**src/rtl/core/eade_pkg.sv**
```systemverilog
// Types and codes of the EUI address discovery engine.
// No dependencies; imported by every module of the block.
`timescale 1ns / 1ps

package eade_pkg;

    // Input action codes
    localparam logic [2:0] ACT_RX_REQ    = 3'd0;
    localparam logic [2:0] ACT_RX_RSP    = 3'd1;
    localparam logic [2:0] ACT_QRY_ADDR  = 3'd2;
    localparam logic [2:0] ACT_QRY_EUI   = 3'd3;
    localparam logic [2:0] ACT_SEND      = 3'd4;

    // Result kinds
    localparam logic [1:0] KIND_NONE     = 2'd0;
    localparam logic [1:0] KIND_CACHE    = 2'd1;
    localparam logic [1:0] KIND_SEND_RSP = 2'd2;
    localparam logic [1:0] KIND_SEND_REQ = 2'd3;

    // Configuration register indexes
    localparam logic [1:0] REG_MY_SHORT  = 2'd0;
    localparam logic [1:0] REG_MY_EUI    = 2'd1;

    localparam logic [63:0] ALL_ONES_GUID = {64{1'b1}};

    typedef enum logic [2:0] {
        OP_NONE,
        OP_RX_REQ,
        OP_RX_RSP,
        OP_QRY_ADDR,
        OP_QRY_EUI,
        OP_SEND
    } op_t;

    // Classified request as it travels through the queue
    typedef struct packed {
        op_t         op;
        logic        answer;
        logic [15:0] addr;
        logic [63:0] eui;
    } entry_t;

    typedef struct packed {
        logic full;
        logic empty;
    } q_stat_t;

endpackage

```
**src/rtl/core/eade_front.sv**
```systemverilog
// Front end: accepts input requests and classifies them into queue entries.
// Depends on eade_pkg.
`timescale 1ns / 1ps

module eade_front #(
    parameter int unsigned BROADCAST_ADDR = 65535
) (
    input  logic            in_valid,
    input  logic [2:0]      action,
    input  logic [15:0]     dest_addr,
    input  logic [15:0]     src_addr,
    input  logic [63:0]     eui_value,
    input  logic [15:0]     my_short,
    input  logic [63:0]     my_eui,
    input  eade_pkg::q_stat_t q_stat,
    output logic            in_stall,
    output logic            push,
    output eade_pkg::entry_t entry
);
    import eade_pkg::*;

    logic to_bcast;
    logic to_me;
    logic mine;
    logic ones;

    assign to_bcast = (dest_addr == 16'(BROADCAST_ADDR));
    assign to_me    = (dest_addr == my_short);
    assign mine     = (eui_value == my_eui);
    assign ones     = (eui_value == ALL_ONES_GUID);

    assign in_stall = q_stat.full;
    assign push     = in_valid && !q_stat.full;

    always_comb
    begin
        entry.answer = (to_bcast && mine) || (to_me && (ones || mine));
        entry.addr   = src_addr;
        entry.eui    = eui_value;
        unique case (action)
            ACT_RX_REQ:   entry.op = OP_RX_REQ;
            ACT_RX_RSP:   entry.op = OP_RX_RSP;
            ACT_QRY_ADDR: entry.op = OP_QRY_ADDR;
            ACT_QRY_EUI:  entry.op = OP_QRY_EUI;
            ACT_SEND:     entry.op = OP_SEND;
            default:      entry.op = OP_NONE;
        endcase
    end

endmodule

```
**src/rtl/core/eade_queue.sv**
```systemverilog
// Short queue between front end and back end.
// Depends on eade_pkg for the entry and status types.
`timescale 1ns / 1ps

module eade_queue #(
    parameter int unsigned DEPTH = 4
) (
    input  logic             clk,
    input  logic             rst_n,
    input  logic             push,
    input  eade_pkg::entry_t wdata,
    input  logic             pop,
    output eade_pkg::entry_t rdata,
    output eade_pkg::q_stat_t q_stat
);
    import eade_pkg::*;

    localparam int unsigned PTR_W = (DEPTH > 1) ? $clog2(DEPTH) : 1;
    localparam int unsigned CNT_W = $clog2(DEPTH + 1);

    entry_t             slot_reg [DEPTH];
    logic [PTR_W-1:0]   wr_ptr_reg;
    logic [PTR_W-1:0]   wr_ptr_next;
    logic [PTR_W-1:0]   rd_ptr_reg;
    logic [PTR_W-1:0]   rd_ptr_next;
    logic [CNT_W-1:0]   count_reg;
    logic [CNT_W-1:0]   count_next;

    assign q_stat.full  = (count_reg == CNT_W'(DEPTH));
    assign q_stat.empty = (count_reg == '0);
    assign rdata        = slot_reg[rd_ptr_reg];

    always_comb
    begin
        wr_ptr_next = wr_ptr_reg;
        rd_ptr_next = rd_ptr_reg;
        count_next  = count_reg;
        if (push)
        begin
            wr_ptr_next = (wr_ptr_reg == PTR_W'(DEPTH - 1)) ? '0 : wr_ptr_reg + 1'b1;
        end
        if (pop)
        begin
            rd_ptr_next = (rd_ptr_reg == PTR_W'(DEPTH - 1)) ? '0 : rd_ptr_reg + 1'b1;
        end
        if (push && !pop)
        begin
            count_next = count_reg + 1'b1;
        end
        else if (pop && !push)
        begin
            count_next = count_reg - 1'b1;
        end
    end

    always_ff @(posedge clk or negedge rst_n)
    begin
        if (!rst_n)
        begin
            wr_ptr_reg <= '0;
            rd_ptr_reg <= '0;
            count_reg  <= '0;
        end
        else
        begin
            wr_ptr_reg <= wr_ptr_next;
            rd_ptr_reg <= rd_ptr_next;
            count_reg  <= count_next;
        end
    end

    always_ff @(posedge clk)
    begin
        if (push)
        begin
            slot_reg[wr_ptr_reg] <= wdata;
        end
    end

endmodule

```
**src/rtl/core/eade_back.sv**
```systemverilog
// Back end: executes queued entries against the pending slots and
// drives the result register. Depends on eade_pkg.
`timescale 1ns / 1ps

module eade_back #(
    parameter int unsigned BROADCAST_ADDR = 65535
) (
    input  logic              clk,
    input  logic              rst_n,
    input  eade_pkg::entry_t  entry,
    input  eade_pkg::q_stat_t q_stat,
    input  logic [63:0]       my_eui,
    input  logic              out_stall,
    output logic              pop,
    output logic              out_valid,
    output logic [1:0]        out_kind,
    output logic [15:0]       out_addr,
    output logic [63:0]       out_eui
);
    import eade_pkg::*;

    logic [15:0] reply_reg;
    logic [15:0] reply_next;
    logic [15:0] qaddr_reg;
    logic [15:0] qaddr_next;
    logic [63:0] qeui_reg;
    logic [63:0] qeui_next;
    logic        valid_reg;
    logic [1:0]  kind_reg;
    logic [1:0]  kind_next;
    logic [15:0] addr_reg;
    logic [15:0] addr_next;
    logic [63:0] eui_reg;
    logic [63:0] eui_next;

    // Take the next entry when the result register is free or being drained
    assign pop = !q_stat.empty && (!valid_reg || !out_stall);

    assign out_valid = valid_reg;
    assign out_kind  = kind_reg;
    assign out_addr  = addr_reg;
    assign out_eui   = eui_reg;

    always_comb
    begin
        reply_next = reply_reg;
        qaddr_next = qaddr_reg;
        qeui_next  = qeui_reg;
        kind_next  = KIND_NONE;
        addr_next  = '0;
        eui_next   = '0;
        unique case (entry.op)
            OP_RX_REQ:
            begin
                if (entry.answer)
                begin
                    // collapse to broadcast when a different source is pending
                    if (reply_reg != '0 && reply_reg != entry.addr)
                    begin
                        reply_next = 16'(BROADCAST_ADDR);
                    end
                    else
                    begin
                        reply_next = entry.addr;
                    end
                end
            end
            OP_RX_RSP:
            begin
                kind_next = KIND_CACHE;
                addr_next = entry.addr;
                eui_next  = entry.eui;
            end
            OP_QRY_ADDR:
            begin
                if (qaddr_reg == '0)
                begin
                    qaddr_next = entry.addr;
                end
            end
            OP_QRY_EUI:
            begin
                if (qeui_reg == '0)
                begin
                    qeui_next = entry.eui;
                end
            end
            OP_SEND:
            begin
                priority if (reply_reg != '0)
                begin
                    kind_next  = KIND_SEND_RSP;
                    addr_next  = reply_reg;
                    eui_next   = my_eui;
                    reply_next = '0;
                end
                else if (qaddr_reg != '0)
                begin
                    kind_next  = KIND_SEND_REQ;
                    addr_next  = qaddr_reg;
                    eui_next   = ALL_ONES_GUID;
                    qaddr_next = '0;
                end
                else if (qeui_reg != '0)
                begin
                    kind_next = KIND_SEND_REQ;
                    addr_next = 16'(BROADCAST_ADDR);
                    eui_next  = qeui_reg;
                    qeui_next = '0;
                end
            end
            default:
            begin
            end
        endcase
    end

    always_ff @(posedge clk or negedge rst_n)
    begin
        if (!rst_n)
        begin
            reply_reg <= '0;
            qaddr_reg <= '0;
            qeui_reg  <= '0;
            valid_reg <= 1'b0;
        end
        else
        begin
            if (pop)
            begin
                reply_reg <= reply_next;
                qaddr_reg <= qaddr_next;
                qeui_reg  <= qeui_next;
                valid_reg <= 1'b1;
            end
            else if (!out_stall)
            begin
                valid_reg <= 1'b0;
            end
        end
    end

    // Result payload; hold while stalled
    always_ff @(posedge clk)
    begin
        if (pop)
        begin
            kind_reg <= kind_next;
            addr_reg <= addr_next;
            eui_reg  <= eui_next;
        end
    end

endmodule

```
**src/rtl/core/eui_address_discovery_engine.sv**
```systemverilog
// Top level of the EUI address discovery engine: configuration registers,
// front end, queue and back end. Depends on eade_pkg and the eade_* modules.
//
//  channel  | handshake           | payload
//  ---------+---------------------+-----------------------------------------
//  input    | in_valid / in_stall | action, dest_addr, src_addr, eui_value
//  result   | out_valid/out_stall | out_kind, out_addr, out_eui
//  config   | cfg_we              | cfg_index, cfg_data
//
// One request per cycle sustained while in_stall is low; every request gives exactly one result.
// With an empty queue, the accepting edge writes the queue; once the result register is free or
// being drained, the entry goes through the slot update into the result register and out_valid rises.
// A stalled result holds; the queue (DEPTH entries) keeps accepting until full.
// Reset clears the pending slots, the queue and both configuration registers.
`timescale 1ns / 1ps

module eui_address_discovery_engine #(
    parameter int unsigned BROADCAST_ADDR = 65535,
    parameter int unsigned DEPTH          = 4
) (
    input  logic        clk,
    input  logic        rst_n,
    input  logic        cfg_we,
    input  logic [1:0]  cfg_index,
    input  logic [63:0] cfg_data,
    input  logic        in_valid,
    output logic        in_stall,
    input  logic [2:0]  action,
    input  logic [15:0] dest_addr,
    input  logic [15:0] src_addr,
    input  logic [63:0] eui_value,
    output logic        out_valid,
    input  logic        out_stall,
    output logic [1:0]  out_kind,
    output logic [15:0] out_addr,
    output logic [63:0] out_eui
);
    import eade_pkg::*;

    logic [15:0] my_short_reg;
    logic [63:0] my_eui_reg;
    logic        push;
    logic        pop;
    entry_t      wr_entry;
    entry_t      rd_entry;
    q_stat_t     q_stat;

    always_ff @(posedge clk or negedge rst_n)
    begin
        if (!rst_n)
        begin
            my_short_reg <= '0;
            my_eui_reg   <= '0;
        end
        else if (cfg_we)
        begin
            if (cfg_index == REG_MY_SHORT)
            begin
                my_short_reg <= cfg_data[15:0];
            end
            else if (cfg_index == REG_MY_EUI)
            begin
                my_eui_reg <= cfg_data;
            end
        end
    end

    eade_front #(
        .BROADCAST_ADDR(BROADCAST_ADDR)
    ) u_front (
        .in_valid (in_valid),
        .action   (action),
        .dest_addr(dest_addr),
        .src_addr (src_addr),
        .eui_value(eui_value),
        .my_short (my_short_reg),
        .my_eui   (my_eui_reg),
        .q_stat   (q_stat),
        .in_stall (in_stall),
        .push     (push),
        .entry    (wr_entry)
    );

    eade_queue #(
        .DEPTH(DEPTH)
    ) u_queue (
        .clk   (clk),
        .rst_n (rst_n),
        .push  (push),
        .wdata (wr_entry),
        .pop   (pop),
        .rdata (rd_entry),
        .q_stat(q_stat)
    );

    eade_back #(
        .BROADCAST_ADDR(BROADCAST_ADDR)
    ) u_back (
        .clk      (clk),
        .rst_n    (rst_n),
        .entry    (rd_entry),
        .q_stat   (q_stat),
        .my_eui   (my_eui_reg),
        .out_stall(out_stall),
        .pop      (pop),
        .out_valid(out_valid),
        .out_kind (out_kind),
        .out_addr (out_addr),
        .out_eui  (out_eui)
    );

endmodule

```
**config.mk**
```make
export PLATFORM = sky130hd
export DESIGN_NAME = eui_address_discovery_engine
export DESIGN_NICKNAME = d
export VERILOG_FILES = /design/src/rtl/core/eade_pkg.sv /design/src/rtl/core/eade_front.sv /design/src/rtl/core/eade_queue.sv /design/src/rtl/core/eade_back.sv /design/src/rtl/core/eui_address_discovery_engine.sv
export SDC_FILE = /design/constraint.sdc
export NUM_CORES = 1
export LEC_CHECK = 0
export BUFFER_PORTS_ARGS = -buffer_cell sky130_fd_sc_hd__buf_2
export CORE_ASPECT_RATIO = 0.75
export CORE_MARGIN = 5
export CORE_UTILIZATION = 25
export DETAILED_ROUTE_END_ITERATION = 6
export PLACE_DENSITY = 0.51
export SETUP_SLACK_MARGIN = 0.05
export SLEW_MARGIN = 20
export SYNTH_ARGS = -nofsm -noshare
export SYNTH_HDL_FRONTEND = slang
export SYNTH_SLANG_ARGS = --single-unit
```
**constraint.sdc**
```tcl
create_clock -name clk -period 4.77 [get_ports clk]
set_input_delay 0.7155 -clock clk [delete_from_list [all_inputs] [get_ports clk]]
set_output_delay 0.7155 -clock clk [all_outputs]
set_load 0.03 [all_outputs]
```
==> run summary <==
The number of vias per cell came out at roughly 5. The number of routed nets with antenna violations came out at 0. After clock tree synthesis, the clock-pin slew on the worst setup and hold paths is around 0.060 ns. The number of buffers added by the clock tree synthesis step is 67. In this run the power density over the cells is 633.7 mW/mm2. The number of warning messages in the yosys log is 0. The maximum level of the CTS H-tree is 3. The count of buffering cells on the critical path with inverters included came out at 2.

The maximum number of pins on one net before global-route repair is 92. The total I/O pin count came out at 254. The count of endpoints failing setup in the final report came out at 0. The final clock period utilization by the worst path is 0.7671. The via count of the first global-routing pass was 16.08k. The horizontal extent of the die came out at 376.7 um.

The signal on the critical path passes through mux4_2 > nand3b_1 > buf_4 > nor4_4 > buf_4 > nor2_1. The total count of max-transition violations in the final report came out at 0. By count the netlist is led by sky130_fd_sc_hd__edfxtp_1 (418), sky130_fd_sc_hd__dfrtp_1 (184), sky130_fd_sc_hd__nor2_1 (149). The total power came out at roughly 19000 uW. The number of gates given a new drive strength after cts came out at 0. The number of placed cells counting well taps came out at 3124. The die covers 0.1073 mm2. The relative contribution of combinational cells to total power came out at 0.307. In the routed design, unresolved DRC markers number 0. The number of hold-repair buffers added at the cts stage is 0. The count of flip-flops with a built-in enable after synthesis came out at roughly 420.

The signed area change from the synthesized netlist to the final layout came out at 20.12%. In the post-synthesis netlist, the cell with the most instances is sky130_fd_sc_hd__edfxtp_1. The switching part of the total came out at 0.3615.

The estimated wirelength of the detail-placed design is 57690 um. Across the routed clock network, the largest skew measured is 0.03738 ns. The worst hold-check path type is in2async. The wire length after detailed routing came out at 85180 um.

The number of instances in the synthesized netlist is 1619. In this run the cell area of the synthesized design comes to 0.02521 mm2. After clock tree synthesis, the setup repair step added 0 buffers. Grouping stages by cell kind, the critical path spends the most delay in buffers and inverters.

The routability-driven placement congestion ratio is 0.8320. The global-route wire length before repair came out at 121700 um. The proportion of power drawn by flip-flops and latches came out at 0.419. The final critical path time including I/O delays and setup is 3.659 ns. The filler cells instantiated in the layout total between 9k and 10k.

The via count of the routed design is 16.20k. For this design the total switching power over the nets is 6936 uW. In the synthesized netlist the dominant register cell turns out to be sky130_fd_sc_hd__edfxtp_1. The TritonCTS clock tree is built. The core area is roughly 0.1 mm2. The cell at the root of the clock tree is sky130_fd_sc_hd__clkbuf_16. The number of flip-flops in the largest register came out at 336. Setup repair after global routing left no endpoint under its margin. The total overflow left after global routing is 0. The delay of the slowest cell on the worst path came out at between 0.6 and 0.7 ns. The initial core utilization is 0.2531. The detailed router finished its first iteration with 1610 violations. The detailed-route wire length per cell is between 20 and 30 um. The synthesized design spends more area on one cell type than any other, namely sky130_fd_sc_hd__edfxtp_1. The post-place setup slack came out at 1.077 ns.

The number of antenna violations at the first check in global routing came out at 38. The maximum vdd ir drop is around 330 uV. Across the run, the number of max-cap violations was 0. The placement row count is 100.

The flip-flop and latch count after synthesis came out at ~600. The share of synthesized registers carrying an async set or reset came out at 0.3056. The run finished with clean final reports.

The top cell type's share of synthesized area is 0.4979. The cell at the slowest stage of the critical path is sky130_fd_sc_hd__buf_4. The final count of hold timing violations is 0. The worst-case headroom to the max-slew limit came out at 0.3165. The clock drives 602 sinks. The count of cell types in the netlist came out at between 40 and 50. The post-synthesis net count is 1796. The kind of launch point of the worst setup path is a flop. The fraction of layout cells with a size suffix above 1 came out at 0.2867.

By startpoint and endpoint, the worst setup path is classified as reg2reg. The post-route worst setup slack came out at 1.111 ns. The number of nets at the end of the flow came out at just over 2k. Of the total power, the clock network draws 0.274.

Measured on the finished design, the core utilization comes to 0.3040. The number of detailed-routing iterations run before antenna repair is 7. The share of the Yosys chip area taken by registers is 0.6806. The kind of capture point of the worst setup path is a flop.

For the worst-skew pair, the clock arrives at the later sink with an insertion delay of slightly above 0.6 ns. The cell that appears most often on the critical path is sky130_fd_sc_hd__buf_4. The required time of the critical path came out at 5.20 ns.

The count of input and output buffers came out at 253. The maximum achievable frequency came out at 273.3 MHz. The mean instance size in the synthesized netlist is 15.57 um2. The transition at the pin with the smallest max-transition slack came out at 1.016 ns. The biggest fanout along the worst timing path came out at 64.

The count of cells in the finished layout, fillers not included, comes to 3257. The total track usage came out at 0.1543. The arrival time reported for the critical path endpoint is 4.09 ns. The y dimension of the die is 285.0 um.

The internal power summed over all cells is 12250 uW. The static leakage is ~0.011 uW. The total negative setup slack came out at 0 ns.

Sorting the synthesized cells by area gives the leading types as sky130_fd_sc_hd__edfxtp_1 (50%), sky130_fd_sc_hd__dfrtp_1 (18%), sky130_fd_sc_hd__mux4_2 (6.6%). The maximum clock insertion buffer count is 3.
[path summary, 6_finish.rpt]
path	start	to	slack [ns]	cells past startpoint
worst min-delay path	rst_n	my_short_reg[5]	0.16	1
worst max register to register	u_queue.rd_ptr_reg[0]	u_back.qeui_reg[47]	1.11	6
min in group clk	src_addr[13]	u_queue.slot_reg[2][77]	0.32	1
worst min register to register	u_queue.count_reg[2]	u_queue.count_reg[2]	0.50	1
max in group asynchronous	rst_n	u_back.reply_reg[8]	3.43	2
worst max-delay path	u_queue.rd_ptr_reg[0]	u_back.qeui_reg[47]	1.11	6
[stage by stage]
stage / hold WS [ns] / area (um2)
2_1_floorplan: 0.4199 / 25210
3_3_place_gp: 0.4666 / 28010
3_5_place_dp: 0.4901 / 28010
4_1_cts: 0.2016 / 30250
5_1_grt: 0.2167 / 30260
6_report: 0.1634 / 30280
[cell type report]
cell class / count / area [um2] / area share
flip-flops and latches: 602 / 17160 / 0.5668
repair buffers: 283 / 1550 / 0.05120
clock buffers: 99 / 1908 / 0.06301
inverters: 22 / 85.08 / 0.002810
diodes: 9 / 22.52 / 0.0007438
well taps: 1326 / 1659 / 0.05479
multi-input cells: 891 / 7553 / 0.2495
clock inverters: 25 / 337.8 / 0.01116
[logic make-up after synthesis]
logic type	Yosys count	share of synthesized area
mux	183	0.1199
compound gates	264	0.07232
buf+inv	126	0.02169
simple gates	337	0.06701
xor+xnor	100	0.03474
fa+ha+maj	7	0.003772
flops	602	0.6806
[cells in the final DEF, fill, tap and decap left out, types with 32 or more instances in the layout]
master and instances:
sky130_fd_sc_hd__nand2_1 32, sky130_fd_sc_hd__nand4_1 46, sky130_fd_sc_hd__buf_2 252, sky130_fd_sc_hd__xor2_1 34, sky130_fd_sc_hd__nor4_1 40, sky130_fd_sc_hd__nor2_1 148, sky130_fd_sc_hd__clkbuf_16 68, sky130_fd_sc_hd__mux4_2 74
sky130_fd_sc_hd__a22oi_1 78, sky130_fd_sc_hd__dfrtp_1 182, sky130_fd_sc_hd__a41oi_1 64, sky130_fd_sc_hd__o21ai_0 96, sky130_fd_sc_hd__edfxtp_1 418, sky130_fd_sc_hd__xnor2_1 66, sky130_fd_sc_hd__mux2_2 81
[per-layer routing]
metal	part of all wire	GRT usage	vias to the layer above
met5	0.0014	0	-
met4	0.016	0.02913	18
met3	0.093	0.04360	127
met2	0.46	0.2366	733
met1	0.43	0.2200	8463
li1	-	-	6854
[power groups by stage]
stage	clock [uW]	sequential, uW	combinational, uW
floorplan	0	8370	3330
global placement	0	8110	5830
detailed placement	0	8150	5940
CTS	5370	8060	5960
global route	5600	8160	6330
finish	5250	8040	5900
Power figures use the tool's default switching activity.
